$ cat src/rtl/core/halo_grid_cell_walker_core_macros.svh
// assertion macros for the halo grid cell walker
`ifndef HALO_GRID_CELL_WALKER_CORE_MACROS_SVH
`define HALO_GRID_CELL_WALKER_CORE_MACROS_SVH

`ifndef SYNTHESIS

// same-cycle implication, sampled on clk, off while rst_n is low
`define HGCW_ASSERT_IMP(lbl, ante, cons) \
    lbl: assert property (@(posedge clk) disable iff (!rst_n) (ante) |-> (cons)) \
        else $error("hgcw assertion failed");

// next-cycle implication
`define HGCW_ASSERT_NXT(lbl, ante, cons) \
    lbl: assert property (@(posedge clk) disable iff (!rst_n) (ante) |=> (cons)) \
        else $error("hgcw assertion failed");

`else

`define HGCW_ASSERT_IMP(lbl, ante, cons)
`define HGCW_ASSERT_NXT(lbl, ante, cons)

`endif

`endif

$ cat src/rtl/core/hgcw_pkg.sv
// shared types, widths and grid geometry helpers for the cell walker
package hgcw_pkg;

    localparam int CUR_W  = 16;
    localparam int X_W    = 8;
    localparam int Y_W    = 16;
    localparam int SIDE_W = 8;
    localparam int W_W    = 9;
    localparam int PROD_W = 17;

    localparam logic [SIDE_W-1:0] MAX_SIDE = 8'd254;

    typedef enum logic [1:0] {
        OP_RESTART = 2'd0,
        OP_ADVANCE = 2'd1,
        OP_JUMP    = 2'd2,
        OP_HOLD    = 2'd3
    } op_t;

    typedef struct packed {
        op_t              op;
        logic [CUR_W-1:0] jump_index;
    } cmd_t;

    typedef struct packed {
        logic [SIDE_W-1:0] interior_width;
        logic [SIDE_W-1:0] interior_height;
        logic [2:0]        walk_select;
    } cfg_t;

    typedef struct packed {
        logic [W_W-1:0]    w;
        logic [W_W-1:0]    t;
        logic [W_W-1:0]    w_m1;
        logic [W_W-1:0]    w_m2;
        logic [W_W-1:0]    t_m1;
        logic [W_W-1:0]    t_m2;
        logic [PROD_W-1:0] wt;
        logic [CUR_W-1:0]  last_all;
        logic [CUR_W-1:0]  row_top;
        logic [CUR_W-1:0]  last_in;
    } geom_t;

    typedef struct packed {
        logic [CUR_W-1:0] cell_index;
        logic [X_W-1:0]   cell_x;
        logic [X_W-1:0]   cell_y;
        logic             walk_valid;
        logic [CUR_W-1:0] left_neighbor;
        logic [CUR_W-1:0] right_neighbor;
        logic [CUR_W-1:0] upper_neighbor;
        logic [CUR_W-1:0] lower_neighbor;
    } res_t;

    function automatic logic [SIDE_W-1:0] clamp_side(logic [SIDE_W-1:0] v);
        logic [SIDE_W-1:0] r;
        r = v;
        if (v == '0)
            r = 8'd1;
        else if (v > MAX_SIDE)
            r = MAX_SIDE;
        return r;
    endfunction

    function automatic geom_t calc_geom(logic [SIDE_W-1:0] iw, logic [SIDE_W-1:0] ih);
        geom_t             g;
        logic [PROD_W-1:0] prod;
        g.w    = {1'b0, clamp_side(iw)} + 9'd2;
        g.t    = {1'b0, clamp_side(ih)} + 9'd2;
        g.w_m1 = g.w - 9'd1;
        g.w_m2 = g.w - 9'd2;
        g.t_m1 = g.t - 9'd1;
        g.t_m2 = g.t - 9'd2;
        prod   = {8'd0, g.w} * {8'd0, g.t};
        g.wt       = prod;
        g.last_all = CUR_W'(prod - 17'd1);
        g.row_top  = CUR_W'(prod - {8'd0, g.w});
        g.last_in  = CUR_W'(prod - {8'd0, g.w} - 17'd2);
        return g;
    endfunction

endpackage

$ cat src/rtl/core/hgcw_div.sv
// radix-2 restoring divider: linear index into row and column
module hgcw_div
    import hgcw_pkg::*;
(
    input  logic             clk,
    input  logic             rst_n,
    input  logic             start,
    input  logic [CUR_W-1:0] dividend,
    input  logic [W_W-1:0]   divisor,
    output logic             done,
    output logic [Y_W-1:0]   quotient,
    output logic [X_W-1:0]   remainder
);

    logic             busy_reg, busy_next;
    logic             done_reg, done_next;
    logic [3:0]       count_reg, count_next;
    logic [CUR_W-1:0] quot_reg, quot_next;
    logic [W_W-1:0]   rem_reg, rem_next;
    logic [W_W-1:0]   dvs_reg, dvs_next;
    logic [W_W:0]     shifted;
    logic             fits;

    assign shifted = {rem_reg, quot_reg[CUR_W-1]};
    assign fits    = shifted >= {1'b0, dvs_reg};

    always_comb
    begin
        busy_next  = busy_reg;
        done_next  = 1'b0;
        count_next = count_reg;
        quot_next  = quot_reg;
        rem_next   = rem_reg;
        dvs_next   = dvs_reg;
        if (start)
        begin
            busy_next  = 1'b1;
            count_next = '0;
            quot_next  = dividend;
            rem_next   = '0;
            dvs_next   = divisor;
        end
        else if (busy_reg)
        begin
            // remainder stays below the divisor, so the top bit drops out
            if (fits)
                rem_next = W_W'(shifted - {1'b0, dvs_reg});
            else
                rem_next = shifted[W_W-1:0];
            quot_next  = {quot_reg[CUR_W-2:0], fits};
            count_next = count_reg + 4'd1;
            if (count_reg == 4'd15)
            begin
                busy_next = 1'b0;
                done_next = 1'b1;
            end
        end
    end

    always_ff @(posedge clk or negedge rst_n)
    begin
        if (!rst_n)
        begin
            busy_reg  <= 1'b0;
            done_reg  <= 1'b0;
            count_reg <= '0;
        end
        else
        begin
            busy_reg  <= busy_next;
            done_reg  <= done_next;
            count_reg <= count_next;
        end
    end

    always_ff @(posedge clk)
    begin
        quot_reg <= quot_next;
        rem_reg  <= rem_next;
        dvs_reg  <= dvs_next;
    end

    assign done      = done_reg;
    assign quotient  = quot_reg;
    assign remainder = rem_reg[X_W-1:0];

endmodule

$ cat src/rtl/core/hgcw_front.sv
// front end: takes commands, decodes the mode and queues them
module hgcw_front
    import hgcw_pkg::*;
(
    input  logic             clk,
    input  logic             rst_n,
    input  logic             in_valid,
    output logic             in_ready,
    input  logic [1:0]       in_mode,
    input  logic [CUR_W-1:0] in_jump,
    output logic             q_valid,
    output cmd_t             q_cmd,
    input  logic             q_pop
);

    localparam logic [1:0] MODE_RESTART = 2'd0;
    localparam logic [1:0] MODE_ADVANCE = 2'd1;
    localparam logic [1:0] MODE_JUMP    = 2'd2;

    cmd_t       fifo_mem [2];
    logic       wr_ptr_reg, wr_ptr_next;
    logic       rd_ptr_reg, rd_ptr_next;
    logic [1:0] count_reg, count_next;
    logic       push;
    cmd_t       cmd_in;

    always_comb
    begin
        cmd_in.jump_index = in_jump;
        case (in_mode)
            MODE_RESTART: cmd_in.op = OP_RESTART;
            MODE_ADVANCE: cmd_in.op = OP_ADVANCE;
            MODE_JUMP:    cmd_in.op = OP_JUMP;
            default:      cmd_in.op = OP_HOLD;
        endcase
    end

    assign in_ready = count_reg != 2'd2;
    assign q_valid  = count_reg != 2'd0;
    assign push     = in_valid && in_ready;
    assign q_cmd    = fifo_mem[rd_ptr_reg];

    always_comb
    begin
        wr_ptr_next = push ? ~wr_ptr_reg : wr_ptr_reg;
        rd_ptr_next = q_pop ? ~rd_ptr_reg : rd_ptr_reg;
        count_next  = count_reg + {1'b0, push} - {1'b0, q_pop};
    end

    always_ff @(posedge clk or negedge rst_n)
    begin
        if (!rst_n)
        begin
            wr_ptr_reg <= 1'b0;
            rd_ptr_reg <= 1'b0;
            count_reg  <= '0;
        end
        else
        begin
            wr_ptr_reg <= wr_ptr_next;
            rd_ptr_reg <= rd_ptr_next;
            count_reg  <= count_next;
        end
    end

    always_ff @(posedge clk)
    begin
        if (push)
            fifo_mem[wr_ptr_reg] <= cmd_in;
    end

endmodule

$ cat src/rtl/core/hgcw_back.sv
// back end: walk state, coordinate tracking, neighbour calculation and result register
`include "halo_grid_cell_walker_core_macros.svh"

module hgcw_back
    import hgcw_pkg::*;
(
    input  logic clk,
    input  logic rst_n,
    input  cfg_t cfg,
    input  logic geom_wr,
    input  logic q_valid,
    input  cmd_t q_cmd,
    output logic q_pop,
    output res_t res,
    output logic res_valid,
    input  logic res_ready
);

    localparam logic [2:0] WALK_ALL      = 3'd0;
    localparam logic [2:0] WALK_INTERIOR = 3'd1;
    localparam logic [2:0] WALK_CORNERS  = 3'd2;
    localparam logic [2:0] WALK_BOTTOM   = 3'd3;
    localparam logic [2:0] WALK_RIGHT    = 3'd4;
    localparam logic [2:0] WALK_TOP      = 3'd5;
    localparam logic [2:0] WALK_LEFT     = 3'd6;

    typedef enum logic [2:0] {
        ST_IDLE = 3'b001,
        ST_DIV  = 3'b010,
        ST_EXEC = 3'b100
    } state_t;

    state_t           state_reg, state_next;
    geom_t            geom_reg;
    op_t              op_reg;
    logic [CUR_W-1:0] cur_reg;
    logic [X_W-1:0]   x_reg;
    logic [Y_W-1:0]   y_reg;
    logic             valid_reg;
    logic             stale_reg;
    res_t             res_reg, res_next;
    logic             res_valid_reg;

    logic             exec_go;
    logic             div_start;
    logic [CUR_W-1:0] div_dividend;
    logic             div_done;
    logic [Y_W-1:0]   div_quot;
    logic [X_W-1:0]   div_rem;

    logic [CUR_W:0]   inc_sum;
    logic             inc_wrap;
    logic [CUR_W-1:0] inc_cur;
    logic [X_W-1:0]   inc_x;
    logic [Y_W-1:0]   inc_y;

    logic [CUR_W-1:0] cur_n;
    logic [X_W-1:0]   x_n;
    logic [Y_W-1:0]   y_n;
    logic             valid_n;
    logic [CUR_W-1:0] w_ext;

    hgcw_div u_div (
        .clk       (clk),
        .rst_n     (rst_n),
        .start     (div_start),
        .dividend  (div_dividend),
        .divisor   (geom_reg.w),
        .done      (div_done),
        .quotient  (div_quot),
        .remainder (div_rem)
    );

    assign exec_go = !res_valid_reg || res_ready;
    assign w_ext   = {7'd0, geom_reg.w};

    // sequencer
    always_comb
    begin
        state_next   = state_reg;
        q_pop        = 1'b0;
        div_start    = 1'b0;
        div_dividend = cur_reg;
        case (state_reg)
            ST_IDLE:
            begin
                if (q_valid)
                begin
                    q_pop = 1'b1;
                    if (q_cmd.op == OP_JUMP)
                    begin
                        div_start    = 1'b1;
                        div_dividend = q_cmd.jump_index;
                        state_next   = ST_DIV;
                    end
                    else if (stale_reg && (q_cmd.op inside {OP_ADVANCE, OP_HOLD}))
                    begin
                        // grid was resized, coordinates must be rebuilt first
                        div_start  = 1'b1;
                        state_next = ST_DIV;
                    end
                    else
                        state_next = ST_EXEC;
                end
            end
            ST_DIV:
            begin
                if (div_done)
                    state_next = ST_EXEC;
            end
            ST_EXEC:
            begin
                if (exec_go)
                    state_next = ST_IDLE;
            end
            default: state_next = ST_IDLE;
        endcase
    end

    // single step forward, carrying into the next row
    always_comb
    begin
        inc_sum  = {1'b0, cur_reg} + 17'd1;
        inc_wrap = ({1'b0, x_reg} + 9'd1) == geom_reg.w;
        inc_cur  = inc_sum[CUR_W-1:0];
        if (inc_sum[CUR_W])
        begin
            inc_x = '0;
            inc_y = '0;
        end
        else if (inc_wrap)
        begin
            inc_x = '0;
            inc_y = y_reg + 16'd1;
        end
        else
        begin
            inc_x = x_reg + 8'd1;
            inc_y = y_reg;
        end
    end

    // next walk position
    always_comb
    begin
        cur_n   = cur_reg;
        x_n     = x_reg;
        y_n     = y_reg;
        valid_n = valid_reg;
        case (op_reg)
            OP_RESTART:
            begin
                valid_n = 1'b1;
                case (cfg.walk_select)
                    WALK_INTERIOR:
                    begin
                        cur_n = w_ext + 16'd1;
                        x_n   = 8'd1;
                        y_n   = 16'd1;
                    end
                    WALK_BOTTOM:
                    begin
                        cur_n = 16'd1;
                        x_n   = 8'd1;
                        y_n   = '0;
                    end
                    WALK_RIGHT:
                    begin
                        cur_n = {6'd0, geom_reg.w, 1'b0} - 16'd1;
                        x_n   = geom_reg.w_m1[X_W-1:0];
                        y_n   = 16'd1;
                    end
                    WALK_TOP:
                    begin
                        cur_n = geom_reg.row_top + 16'd1;
                        x_n   = 8'd1;
                        y_n   = {7'd0, geom_reg.t_m1};
                    end
                    WALK_LEFT:
                    begin
                        cur_n = w_ext;
                        x_n   = '0;
                        y_n   = 16'd1;
                    end
                    default:
                    begin
                        cur_n = '0;
                        x_n   = '0;
                        y_n   = '0;
                    end
                endcase
            end
            OP_ADVANCE:
            begin
                if (valid_reg)
                begin
                    case (cfg.walk_select)
                        WALK_ALL:
                        begin
                            if (cur_reg >= geom_reg.last_all)
                                valid_n = 1'b0;
                            else
                            begin
                                cur_n = inc_cur;
                                x_n   = inc_x;
                                y_n   = inc_y;
                            end
                        end
                        WALK_INTERIOR:
                        begin
                            if (cur_reg >= geom_reg.last_in)
                                valid_n = 1'b0;
                            else if ({1'b0, x_reg} == geom_reg.w_m2)
                            begin
                                // skip right halo and left halo of the next row
                                cur_n = cur_reg + 16'd3;
                                x_n   = 8'd1;
                                y_n   = y_reg + 16'd1;
                            end
                            else
                            begin
                                cur_n = inc_cur;
                                x_n   = inc_x;
                                y_n   = inc_y;
                            end
                        end
                        WALK_CORNERS:
                        begin
                            if (cur_reg == geom_reg.last_all)
                                valid_n = 1'b0;
                            else if (cur_reg == '0)
                            begin
                                cur_n = {7'd0, geom_reg.w_m1};
                                x_n   = geom_reg.w_m1[X_W-1:0];
                                y_n   = '0;
                            end
                            else if ({1'b0, x_reg} == geom_reg.w_m1)
                            begin
                                cur_n = geom_reg.row_top;
                                x_n   = '0;
                                y_n   = {7'd0, geom_reg.t_m1};
                            end
                            else
                            begin
                                cur_n = geom_reg.last_all;
                                x_n   = geom_reg.w_m1[X_W-1:0];
                                y_n   = {7'd0, geom_reg.t_m1};
                            end
                        end
                        WALK_BOTTOM, WALK_TOP:
                        begin
                            if ({1'b0, x_reg} >= geom_reg.w_m2)
                                valid_n = 1'b0;
                            else
                            begin
                                cur_n = inc_cur;
                                x_n   = inc_x;
                                y_n   = inc_y;
                            end
                        end
                        WALK_RIGHT, WALK_LEFT:
                        begin
                            if (y_reg >= {7'd0, geom_reg.t_m2})
                                valid_n = 1'b0;
                            else
                            begin
                                cur_n = cur_reg + w_ext;
                                y_n   = y_reg + 16'd1;
                            end
                        end
                        default: valid_n = valid_reg;
                    endcase
                end
            end
            default: valid_n = valid_reg;
        endcase
    end

    // result word with neighbours clamped at the grid edge
    always_comb
    begin
        res_next.cell_index     = cur_n;
        res_next.cell_x         = x_n;
        res_next.cell_y         = y_n[X_W-1:0];
        res_next.walk_valid     = valid_n;
        res_next.left_neighbor  = (x_n == '0) ? cur_n : cur_n - 16'd1;
        res_next.right_neighbor = ({1'b0, x_n} == geom_reg.w_m1) ? cur_n : cur_n + 16'd1;
        res_next.upper_neighbor = (y_n == {7'd0, geom_reg.t_m1}) ? cur_n : cur_n + w_ext;
        res_next.lower_neighbor = (y_n == '0) ? cur_n : cur_n - w_ext;
    end

    always_ff @(posedge clk or negedge rst_n)
    begin
        if (!rst_n)
        begin
            state_reg     <= ST_IDLE;
            geom_reg      <= calc_geom(8'd1, 8'd1);
            cur_reg       <= '0;
            x_reg         <= '0;
            y_reg         <= '0;
            valid_reg     <= 1'b1;
            stale_reg     <= 1'b0;
            res_valid_reg <= 1'b0;
        end
        else
        begin
            state_reg <= state_next;
            geom_reg  <= calc_geom(cfg.interior_width, cfg.interior_height);
            if (state_reg == ST_IDLE && q_valid && q_cmd.op == OP_JUMP)
            begin
                cur_reg   <= q_cmd.jump_index;
                valid_reg <= {1'b0, q_cmd.jump_index} < geom_reg.wt;
            end
            if (state_reg == ST_DIV && div_done)
            begin
                x_reg <= div_rem;
                y_reg <= div_quot;
            end
            if (state_reg == ST_EXEC && exec_go)
            begin
                cur_reg   <= cur_n;
                x_reg     <= x_n;
                y_reg     <= y_n;
                valid_reg <= valid_n;
            end
            if (geom_wr)
                stale_reg <= 1'b1;
            else if ((state_reg == ST_DIV && div_done) || (state_reg == ST_EXEC && exec_go))
                stale_reg <= 1'b0;
            if (state_reg == ST_EXEC && exec_go)
                res_valid_reg <= 1'b1;
            else if (res_ready)
                res_valid_reg <= 1'b0;
        end
    end

    always_ff @(posedge clk)
    begin
        if (state_reg == ST_IDLE && q_valid)
            op_reg <= q_cmd.op;
        if (state_reg == ST_EXEC && exec_go)
            res_reg <= res_next;
    end

    assign res       = res_reg;
    assign res_valid = res_valid_reg;

    `HGCW_ASSERT_IMP(a_col_in_row, !stale_reg, {1'b0, x_reg} < geom_reg.w)
    `HGCW_ASSERT_NXT(a_restart_valid, state_reg == ST_EXEC && exec_go && op_reg == OP_RESTART, valid_reg)
    `HGCW_ASSERT_IMP(a_result_from_exec, $rose(res_valid_reg), $past(state_reg) == ST_EXEC)
    `HGCW_ASSERT_NXT(a_jump_loads, state_reg == ST_IDLE && q_valid && q_cmd.op == OP_JUMP, cur_reg == $past(q_cmd.jump_index))

endmodule

$ cat src/rtl/core/halo_grid_cell_walker_core.sv
// top level of the halo grid cell walker: configuration registers, front and back ends
//
// Walks the cells of a row-major grid with a one-cell ghost halo (row width is the
// interior width plus 2, row 0 and column 0 are halo). Each command transaction
// (restart, advance, jump, hold) gives one result transaction with the linear index,
// its column and row, the walk valid flag and the four neighbour indices clamped at the
// grid edge. A restart or an advance goes from the head of the command queue through the
// ST_EXEC state to the result register. A jump, and the first advance or hold after the
// interior width or height is written, first runs the index through a one-bit-per-cycle
// divider by the row width in the ST_DIV state. A two-entry command queue lets new
// commands arrive while the walker is busy, and the result register holds a finished
// result while the next command is taken in. Configuration is to be written only while
// no command is in flight; the block itself does not enforce this.
module halo_grid_cell_walker_core
    import hgcw_pkg::*;
(
    input  logic         clk,
    input  logic         rst_n,
    // configuration
    input  logic         cfg_we,
    input  logic [1:0]   cfg_index,
    input  logic [7:0]   cfg_data,
    // commands
    input  logic         s_tvalid,
    output logic         s_tready,
    input  logic [15:0]  s_tdata,   // [15:0] jump_index
    input  logic [1:0]   s_tuser,   // [1:0] mode
    // results
    output logic         m_tvalid,
    input  logic         m_tready,
    output logic [103:0] m_tdata    // [15:0] cell_index, [23:16] cell_x, [31:24] cell_y,
                                    // [32] walk_valid, [48:33] left_neighbor,
                                    // [64:49] right_neighbor, [80:65] upper_neighbor,
                                    // [96:81] lower_neighbor, [103:97] zero
);

    localparam logic [1:0] REG_IW   = 2'd0;
    localparam logic [1:0] REG_IH   = 2'd1;
    localparam logic [1:0] REG_WALK = 2'd2;

    cfg_t cfg_reg;
    logic geom_wr;
    logic q_valid;
    cmd_t q_cmd;
    logic q_pop;
    res_t res;

    assign geom_wr = cfg_we && (cfg_index == REG_IW || cfg_index == REG_IH);

    always_ff @(posedge clk or negedge rst_n)
    begin
        if (!rst_n)
        begin
            cfg_reg.interior_width  <= 8'd1;
            cfg_reg.interior_height <= 8'd1;
            cfg_reg.walk_select     <= 3'd0;
        end
        else if (cfg_we)
        begin
            case (cfg_index)
                REG_IW:   cfg_reg.interior_width  <= cfg_data;
                REG_IH:   cfg_reg.interior_height <= cfg_data;
                REG_WALK: cfg_reg.walk_select     <= cfg_data[2:0];
                default:  cfg_reg <= cfg_reg;
            endcase
        end
    end

    hgcw_front u_front (
        .clk      (clk),
        .rst_n    (rst_n),
        .in_valid (s_tvalid),
        .in_ready (s_tready),
        .in_mode  (s_tuser),
        .in_jump  (s_tdata),
        .q_valid  (q_valid),
        .q_cmd    (q_cmd),
        .q_pop    (q_pop)
    );

    hgcw_back u_back (
        .clk       (clk),
        .rst_n     (rst_n),
        .cfg       (cfg_reg),
        .geom_wr   (geom_wr),
        .q_valid   (q_valid),
        .q_cmd     (q_cmd),
        .q_pop     (q_pop),
        .res       (res),
        .res_valid (m_tvalid),
        .res_ready (m_tready)
    );

    assign m_tdata = {7'd0, res.lower_neighbor, res.upper_neighbor, res.right_neighbor,
                      res.left_neighbor, res.walk_valid, res.cell_y, res.cell_x,
                      res.cell_index};

endmodule
$ cat config.mk
export PLATFORM = sky130hd
export DESIGN_NAME = halo_grid_cell_walker_core
export DESIGN_NICKNAME = d
export VERILOG_FILES = /design/src/rtl/core/hgcw_pkg.sv /design/src/rtl/core/hgcw_div.sv /design/src/rtl/core/hgcw_front.sv /design/src/rtl/core/hgcw_back.sv /design/src/rtl/core/halo_grid_cell_walker_core.sv
export VERILOG_INCLUDE_DIRS = /design/src /design/src/rtl/core
export SDC_FILE = /design/constraint.sdc
export NUM_CORES = 1
export LEC_CHECK = 0
export BUFFER_PORTS_ARGS = -buffer_cell sky130_fd_sc_hd__buf_2
export CORE_UTILIZATION = 42
export CTS_CLUSTER_DIAMETER = 30
export DETAILED_ROUTE_END_ITERATION = 10
export GPL_TIMING_DRIVEN = 0
export PLACE_DENSITY = 0.64
export SETUP_SLACK_MARGIN = 0.2
export SYNTH_ARGS = -nofsm -noshare
export SYNTH_HDL_FRONTEND = slang
export SYNTH_SLANG_ARGS = --single-unit
export TNS_END_PERCENT = 30
$ cat constraint.sdc
create_clock -name clk -period 7.2 [get_ports clk]
set_clock_uncertainty 0.05 [all_clocks]
set_input_delay 1.44 -clock clk [delete_from_list [all_inputs] [get_ports clk]]
set_output_delay 1.44 -clock clk [all_outputs]
set_load 0.02 [all_outputs]
==> impl_metrics.json <==
{
  "tightestPinTransition_ns": 1.53,
  "start_kind": "flop",
  "die_y_um": 248,
  "port_buffers": 129,
  "cts_buffers": 78,
  "cp.required_ns": 7.50,
  "hold_violations": 0,
  "max_slew_margin": -0.0336,
  "dieWidth_um": 248,
  "clkTransAtPathRegs_ns": 0.05,
  "reg2reg_depth": 21,
  "grt_pass1_wl_um": 142000,
  "synthArstFlopShare": 0.520,
  "timing.rr.start": "u_back.cur_reg[10]",
  "postPlaceCellArea_um2": 27200,
  "htreeDepth": 3,
  "grt_pass1_vias": 21713,
  "layout-drive-gt1-share": 0.154,
  "setup_viol": 0,
  "multi_input_area_um2": 14600,
  "clkLatencyLatePin_ns": 0.63,
  "synthDistinctLibCells": 100,
  "worstPathMaxFanout": 12,
  "finish.utilization": 0.509,
  "violations": "max-capacitance violations, max-slew violations",
  "antenna_found_initial": 2,
  "synthFlopType": "dfrtp_1",
  "fillCellCount": 5397,
  "reg2reg_to": "u_back.res[12]",
  "drc_errors": 0,
  "max_stage_delay_ns": 0.76,
  "drt_iter0_markers": 1877,
  "ios": 139,
  "ys_seq_area_frac": 0.377,
  "fin_crit_sh": 0.943,
  "synthTopCellsByArea": "edfxtp_1, dfrtp_1, ha_1, xnor2_1, fa_1",
  "rsz0062_at_grt": "no",
  "end_kind": "flop",
  "layout_min_cycle_time_ns": 6.79,
  "cts_hold_buf": 0,
  "path_common_cell": "a21oi_1",
  "core_um2": 59400,
  "syn_area_um2": 25400,
  "gp_congestion": 1.06,
  "drv_cap": 1,
  "final_max_slew_viol_count": 4,
  "rows": 89,
  "timing.fmax_ghz": 0.147,
  "synth-seq-cells": 352,
  "stdcell_area_um2": 30200,
  "final_antenna_net_count": 0,
  "root_buffer": "clkbuf_16",
  "worstPathCellList": "ha_1 -> and3_1 -> a221oi_1 -> and3_1 -> a21o_1 -> clkbuf_1 -> nand4_1 -> a31oi_1 -> a21oi_1 -> nor2_2 -> ha_1 -> inv_1 -> o21ai_0 -> a21oi_1 -> o21bai_1 -> a21oi_1 -> nor2_1 -> or3_1 -> inv_1 -> nand4_1 -> xnor2_1",
  "nets": 3230,
  "postSynthCellCount": 2749,
  "cts_tree": "yes",
  "yosysMostFrequentCell": "nand2_1",
  "critPathKind": "flop to flop",
  "ff2ff_setup_slack_ns": 0.41,
  "yosys.area.top_type_share": 0.189,
  "ff_latch_area_um2": 9590,
  "start_util": 0.428,
  "cts_sinks": 352,
  "drt-wirelength-per-cell_um": 25.5,
  "grt_max_degree": 118,
  "area_growth_pct": 18.9,
  "status": "complete, but fails checks",
  "critPathSlowestCell": "nor2_2",
  "min_path_type": "flop to flop",
  "ys_top_cells_by_count": "nand2_1, inv_1, nor2_1",
  "dr.pass1.iters": 6,
  "via_per_inst": 5.91,
  "endpoint": "u_back.res[12]",
  "drt-total-wl_um": 97300,
  "grtUsageTotal": 0.318,
  "synth_edf_count": 160,
  "cp-startpoint": "u_back.cur_reg[10]",
  "largest_reg_flops": 108,
  "yosysWarnings": 0,
  "synth_area_leader_cell": "edfxtp_1",
  "dieArea_um2": 61500,
  "vias": 22563,
  "syn_avg_cell_area_um2": 9.24,
  "cp_data_arrival_time_ns": 7.09,
  "overflow": 0,
  "cts.path.max_buffers": 3,
  "dp_hpwl_um": 76200
}
==> kinds of logic (layout without fill, tap and decap cells) <==
logic type / count (synthesis) / in the layout / synth area share
DFF: 352 / 352 / 0.377
and+or+nand+nor: 868 / 868 / 0.164
AOI/OAI and AO/OA: 585 / 585 / 0.149
muxes: 99 / 99 / 0.0410
xor gates and xnor gates: 246 / 246 / 0.0853
other: 1 / 8 / 0.000148
adders and majority gates: 218 / 218 / 0.123
buffers and inverters: 380 / 669 / 0.0599
==> stage by stage <==
stage	cells	TNS, ns	worst slack [ns]	hold WS (ns)
4_1_cts	3809	0	0.188	0.431
2_1_floorplan	2755	0	0.860	0.400
3_3_place_gp	3657	-25.32	-1.35	0.413
5_1_grt	3817	0	0.115	0.444
6_report	3818	0	0.409	0.425
3_5_place_dp	3663	-2.47	-0.539	0.423
==> placed cells by master (no fill, tap or decap), types with 91 or more instances in the layout <==
cell	Yosys	routed
nand2_1	268	268
inv_1	232	232
nor2_1	220	218
dfrtp_1	168	166
o21ai_0	167	164
ha_1	164	163
edfxtp_1	160	160
xnor2_1	159	152
a21oi_1	154	148
buf_2	19	148
clkbuf_1	101	95
nand3_1	92	91
==> worst max-delay path, delay by kind of cell (launching register included) <==
| kind | cells | cell delay, ns |
|---|---|---|
| simple gates | 7 | 2.01 |
| xor+xnor | 1 | 0.18 |
| buf+inv | 3 | 0.93 |
| flops | 1 | 0.59 |
| fa+ha+maj | 2 | 0.76 |
| compound gates | 8 | 2.01 |
==> what timing repair did <==
item,4_1_cts,5_1_grt
buffers inserted,1,8
setup endpoints to repair,18,26
resized for setup,16,53
pin swaps,1,3
==> worst min path at each step <==
stage                                       start                      end  slack [ns]  depth (start not counted)
after floorplan                  u_back.stale_reg         u_back.stale_reg        0.40                          1
after global placement    u_back.u_div.rem_reg[8]  u_back.u_div.rem_reg[8]        0.41                          2
after detailed placement  u_back.u_div.rem_reg[8]  u_back.u_div.rem_reg[8]        0.42                          2
after CTS                 u_back.u_div.rem_reg[8]  u_back.u_div.rem_reg[8]        0.43                          2
after global routing      u_back.u_div.rem_reg[8]  u_back.u_div.rem_reg[8]        0.44                          2
final                     u_back.u_div.rem_reg[8]  u_back.u_div.rem_reg[8]        0.43                          2
==> layout make-up <==
class                   instances  share of cell area
clock inverters                58              0.0208
clock buffers                  87              0.0677
diodes                          1           0.0000828
plain buffers                 141              0.0215
repair buffers                144              0.0271
well taps                     773              0.0320
flip-flops and latches        352               0.317
inverters                     239              0.0298
multi-input cells            2023               0.484
==> per-layer routing <==
layer	vias up	track usage	wire (um)
met5	-	0	13
met4	2	0.201	6550
li1	10134	-	-
met1	11113	0.411	39700
met2	1057	0.494	43600
met3	257	0.0517	7460
Power is not shown: default switching activity piles up to over one toggle a cycle in this logic, so the estimate is an artifact.
